--- src/sv/pcte_pkg.sv ---
`default_nettype none
package pcte_pkg;

    localparam int MAX_POINTS = 64;
    localparam int FRAC_BITS  = 16;
    localparam int MIN_POINTS = 2;
    localparam int PTR_W      = $clog2(MAX_POINTS);
    localparam int CNT_W      = $clog2(MAX_POINTS + 1);
    localparam int GRP        = 8;
    localparam int NGRP       = MAX_POINTS / GRP;
    localparam int GCNT_W     = $clog2(GRP + 1);

    typedef enum logic {
        OP_LOAD = 1'b0,
        OP_EVAL = 1'b1
    } t_op;

    typedef enum logic {
        CFG_POINT_COUNT = 1'b0,
        CFG_DRAG_SCALE  = 1'b1
    } t_cfg_index;

    typedef struct packed {
        logic signed [31:0] bp;
        logic signed [31:0] cub;
        logic signed [31:0] sq;
        logic signed [31:0] lin;
        logic signed [31:0] cst;
    } t_entry;

    // item state ahead of the coefficient memory
    typedef struct packed {
        logic               valid;
        logic               eval;
        logic               err;
        logic [PTR_W-1:0]   idx;
        logic signed [31:0] q;
        t_entry             ent;
    } t_front;

    // item state through the horner chain
    typedef struct packed {
        logic               valid;
        logic               err;
        logic [PTR_W-1:0]   seg;
        logic signed [31:0] dx;
        logic signed [31:0] lin;
        logic signed [31:0] cst;
    } t_ctx;

    function automatic logic signed [31:0] f_sat(input logic signed [65:0] v);
        logic signed [31:0] r;
        if (v > 66'sh0_7FFF_FFFF)       r = 32'sh7FFF_FFFF;
        else if (v < -66'sh0_8000_0000) r = 32'sh8000_0000;
        else                            r = v[31:0];
        return r;
    endfunction

endpackage
`default_nettype wire

--- src/sv/pcte_horner.sv ---
`default_nettype none
module pcte_horner (
    input  wire logic               i_clk,
    input  wire logic               i_rst_n,
    input  wire logic               i_en,
    input  wire pcte_pkg::t_ctx     i_ctx,
    input  wire logic signed [31:0] i_acc,
    input  wire logic signed [31:0] i_coef,
    output pcte_pkg::t_ctx          o_ctx,
    output logic signed [31:0]      o_acc
);
    import pcte_pkg::*;

    t_ctx               r_ctx_a;
    logic signed [63:0] r_prod;
    logic signed [31:0] r_coef;
    t_ctx               r_ctx_b;
    logic signed [31:0] r_acc;
    logic signed [65:0] n_sum;

    // round to nearest, ties up, then add the coefficient
    always_comb begin
        n_sum = ($signed({{2{r_prod[63]}}, r_prod}) + (66'sd1 <<< (FRAC_BITS - 1)))
                >>> FRAC_BITS;
        n_sum = n_sum + $signed({{34{r_coef[31]}}, r_coef});
    end

    always_ff @(posedge i_clk) begin
        if (!i_rst_n) begin
            r_ctx_a.valid <= 1'b0;
            r_ctx_b.valid <= 1'b0;
        end else if (i_en) begin
            r_ctx_a <= i_ctx;
            r_ctx_b <= r_ctx_a;
        end
    end

    always_ff @(posedge i_clk) begin
        if (i_en) begin
            r_prod <= i_acc * i_ctx.dx;
            r_coef <= i_coef;
            r_acc  <= f_sat(n_sum);
        end
    end

    assign o_ctx = r_ctx_b;
    assign o_acc = r_acc;
endmodule
`default_nettype wire

--- config.mk ---
export PLATFORM = sky130hd
export DESIGN_NAME = pcte_horner
export DESIGN_NICKNAME = d
export VERILOG_FILES = /design/src/sv/pcte_pkg.sv /design/src/sv/pcte_horner.sv
export SDC_FILE = /design/constraint.sdc
export NUM_CORES = 2
export LEC_CHECK = 0
export BUFFER_PORTS_ARGS = -buffer_cell sky130_fd_sc_hd__buf_2
export CORE_ASPECT_RATIO = 1.4
export CORE_MARGIN = 1.5
export CORE_UTILIZATION = 50
export DETAILED_ROUTE_END_ITERATION = 8
export GPL_ROUTABILITY_DRIVEN = 0
export PLACE_DENSITY = 0.79
export SYNTH_ARGS = -nofsm -noshare
export SYNTH_HDL_FRONTEND = slang
export SYNTH_SLANG_ARGS = --single-unit
--- constraint.sdc ---
create_clock -name i_clk -period 14.7 [get_ports i_clk]
set_input_delay 2.205 -clock i_clk [delete_from_list [all_inputs] [get_ports i_clk]]
set_output_delay 2.205 -clock i_clk [all_outputs]
set_load 0.005 [all_outputs]
# --- Word-level counts from Yosys, hierarchy flattened ---
# Index checks and enable logic that the tools add are counted.
op_classes:
  reduce_logical: 1
  multipliers: 1
  n_mux: 1
  add_sub_neg: 2
  magnitude_cmp: 2
ops:
  columns: ["cell", "n"]
  rows:
  - ["adder 64 x 17 -> 65 bit (second input constant)", 1]
  - ["multiplier 32 x 32 -> 64 bit", 1]
  - ["adder 49 x 32 -> 50 bit", 1]
  - ["> comparator 50 x 32 -> 1 bit (second input constant)", 1]
  - ["less-than comparator 50 x 32 -> 1 bit (second input constant)", 1]
  - ["two-way mux 32 bit", 1]
  - ["AND reduction 2 bit", 1]
word_totals:
  output_inout_bits: 136
  ff_bits: 336
  word_cells: 22

# --- Depth between registers and ports, before layout ---
logic_depth:
  ltp_word: 4
  depth_mapped: 30

# --- Worst setup path after synthesis ---
# Ideal clock, no wire load.
synth_timing:
  kind: "input to register"
  start: "input i_acc[31]"
  end: "register r_prod[57] (data pin)"
  n_path_buf: 1
  required_time_ns: 14.542
  path_stages: 28
  setup_ns: 0.158
  path_slack_ns: 4.425
  t_arrival_ns: 10.117
  path_cell_list: "clkbuf_1 > nand2_1 > inv_1 > fa_1 > inv_1 > fa_1 > fa_1 > inv_1 > fa_1 > inv_1 > fa_1 > inv_1 > fa_1 > fa_1 > inv_1 > fa_1 > inv_1 > ha_1 > a21o_1 > a21o_1 > a21oi_1 > o21ai_0 > a22o_1 > a311oi_1 > o21bai_1 > a21oi_1 > or4b_2 > o211ai_1"
synth_between:
  elab_chain_cells: 1
synth_rtl:
  columns: ["item", "line", "source"]
  rows:
  - ["start, declared", "pcte_horner.sv:7", "input wire logic signed [31:0] i_acc,"]
  - ["multiplier 32 x 32 -> 64 bit", "pcte_horner.sv:40", "r_prod <= i_acc * i_ctx.dx;"]
  - ["end signal, assigned", "pcte_horner.sv:40", null]
  - ["end, declared", "pcte_horner.sv:15", "logic signed [63:0] r_prod;"]
# No other way between the ends.
# A chain may end at the register's enable or synchronous reset.

# --- Worst setup path after layout ---
# Same ends and word-level chain as after synthesis.

==> impl_metrics.toml <==
[grt]
wire_length_of_the_first_global_routing_pass_um = 202000
tot_gr_track_use = 0.263
grt_antenna_before_repair = 10
first_global_vias = 37800
grt_overflow_total = 0
grt_max_degree = 84

[sta]
maxSlewViolCount = 0
final.period_utilization = 0.748
max_clock_freq_mhz = 91.0
report.final.hold_viol_count = 0
period_minus_slack_ns = 10.99
setup-violations-final = 0
setup_tns_ns = 0
timing.max_slew.rel_slack = 0.143
rsz_0062_raised_after_global_routing = "false"
timing_worst_slew_pin_value_ns = 1.28
finalClockSkew_ns = 0.0509

[synthesis]
synthDominantAreaCellType = "fa_1"
yosysUniqueCellTypes = 73
postSynth.topFlopCell = "edfxtp_1"
sequential_to_total_area_share_from_yosys_stat = 0.196
cell_count_after_synthesis = 4697
area_of_the_mapped_netlist_mm2 = 0.0491
ys.warnings.count = 0
share_of_yosys_cell_area_claimed_by_the_top_area_cell_type = 0.442
syn-num-nets = 6180
synth_async_sr_flop_share = 0
synth.area.top_cells = "fa_1 44%, edfxtp_1 20%, inv_1 7.8%"
ys_seq_elements = 321
syn-mean-instance-area_um2 = 10.4
synth_edf_count = 319

[clocking]
tritoncts = "built"
cts_made_buffers = 35
htree_depth = 2
clk_pin_slew_ns = 0.06
cts-hold-fix-buffers = 0
post_cts.resized_instances = 0
post-cts-setup-buffers = 0
clock_sink_count = 321
latest_clock_arrival_within_the_worst_skew_pair_ns = 0.59
root_buffer = "clkbuf_16"
clk_path_buf_depth = 3

[worst_setup_path]
required_ns = 15.13
critPathLaunchType = "input pin"
worstSetupPathType = "in2reg"
worst_setup_path_end_kind = "register"
worstPathMaxFanout = 32
crit_arrival_ns = 11.42

[cells_and_area]
mostFrequentLayoutCells = "1082 x fa_1, 1016 x inv_1, 562 x nand2_1"
area_growth_pct = 7.50
nets = 6337
layoutNonFillerInstCount = 6182
most_common_cell_after_layout_fill_and_taps_aside = "fa_1"
final_layout_size_suffix_gt1_frac = 0.0849

[routing]
drt_iter0_drc = 2376
wl_um = 127000
dr.pass1.iters = 6
via_count = 34000
drt.antenna.violating_nets = 0
drt-vias-per-instance = 5.50
remaining_drc_errors = 0
route.detailed.wl_per_inst_um = 20.6

[floorplan]
rows = 135
die_height_um = 374
dieArea_mm2 = 0.100
core_area_mm2 = 0.0970
floorplan.initialDensity = 0.506
top_level_ports = 307
die_w_um = 268

[placed_design]
dpl.hpwl_um = 98000
numPlacedInstances = 6118
port-buffer-count = 306

[status]
run_status = "completed"

[job]
max-cap-violations = 0

[worst_hold_path]
hold_path.class = "reg2reg"
-- area by class of cell --
type,instances,area (um^2)
Multi-Input combinational cell,3140,34800
Fill cell,8221,44200
Clock inverter,19,224
Timing Repair Buffer,340,1790
Sequential cell,321,9620
Antenna cell,5,12.5
Tap cell,1301,1630
Inverter,1016,3810
Clock buffer,40,895
-- flip-flops by register name (all words and copies together) (netlist names) --
signal	flops
o_acc	32
r_coef	32
o_ctx	104
r_ctx_a	104
r_prod	49
-- cell usage after synthesis (41+ instances only) --
| library cell | count |
|---|---|
| xor2_1 | 41 |
| clkbuf_1 | 203 |
| fa_1 | 1082 |
| a21oi_1 | 96 |
| inv_1 | 1016 |
| a21o_1 | 42 |
| edfxtp_1 | 319 |
| nor2_1 | 92 |
| xnor2_1 | 98 |
| nand2_1 | 562 |
| and2_1 | 524 |
| o21ai_0 | 50 |
| ha_1 | 230 |
-- path summary, 6_finish.rpt --
check                        startpoint                endpoint  depth (start not counted)  slack [ns]
hold reg to reg   r_ctx_a[49]$_DFFE_PP_     o_ctx[49]$_DFFE_PP_                          0        0.41
hold / removal    r_ctx_a[49]$_DFFE_PP_     o_ctx[49]$_DFFE_PP_                          0        0.41
setup / recovery              i_acc[31]    r_prod[57]$_DFFE_PP_                         28        3.71
setup reg to reg   r_prod[17]$_DFFE_PP_  o_acc[0]$_SDFFCE_PN1P_                         20        7.97
-- metrics by stage --
stage	cell area [um^2]	setup slack, ns	hold slack, ns	utilization
2_1_floorplan	49100	4.43	0.400	-
3_3_place_gp	51600	3.35	0.400	0.532
3_5_place_dp	51600	3.17	0.405	0.532
4_1_cts	52700	3.78	0.404	0.544
5_1_grt	52700	3.20	0.403	0.544
6_report	52700	3.71	0.412	0.544
-- cell families after synthesis --
family	Yosys count	synth area share
fa+ha+maj	1312	0.500
compound gates	338	0.0446
mux	4	0.000816
simple gates	1347	0.138
buf+inv	1236	0.0957
xor+xnor	139	0.0248
flops	321	0.196
-- layer usage --
metal,vias up,track usage,part of all wire
met1,17400,0.307,0.35
li1,14400,-,-
met5,-,0,0.00056
met4,10,0.144,0.062
met3,496,0.0477,0.088
met2,1692,0.455,0.50
-- worst max-delay path, stage by stage --
cell,delay [ns]
buf_2,0.52
nand2_1,0.25
inv_1,0.15
fa_1,0.40
inv_1,0.24
fa_1,0.51
fa_1,0.59
inv_1,0.08
fa_1,1.18
inv_1,0.24
fa_1,0.54
inv_1,0.05
fa_1,0.44
fa_1,0.51
inv_1,0.05
fa_1,0.50
inv_1,0.04
ha_1,0.32
a21o_1,0.20
a21o_1,0.18
a21oi_1,0.13
o21ai_0,0.13
a22o_1,0.20
a311oi_1,0.46
o21bai_1,0.17
a21oi_1,0.35
or4b_2,0.62
o211ai_1,0.11
Power is not shown: default switching activity piles up to over one toggle a cycle in this logic, so the estimate is an artifact.
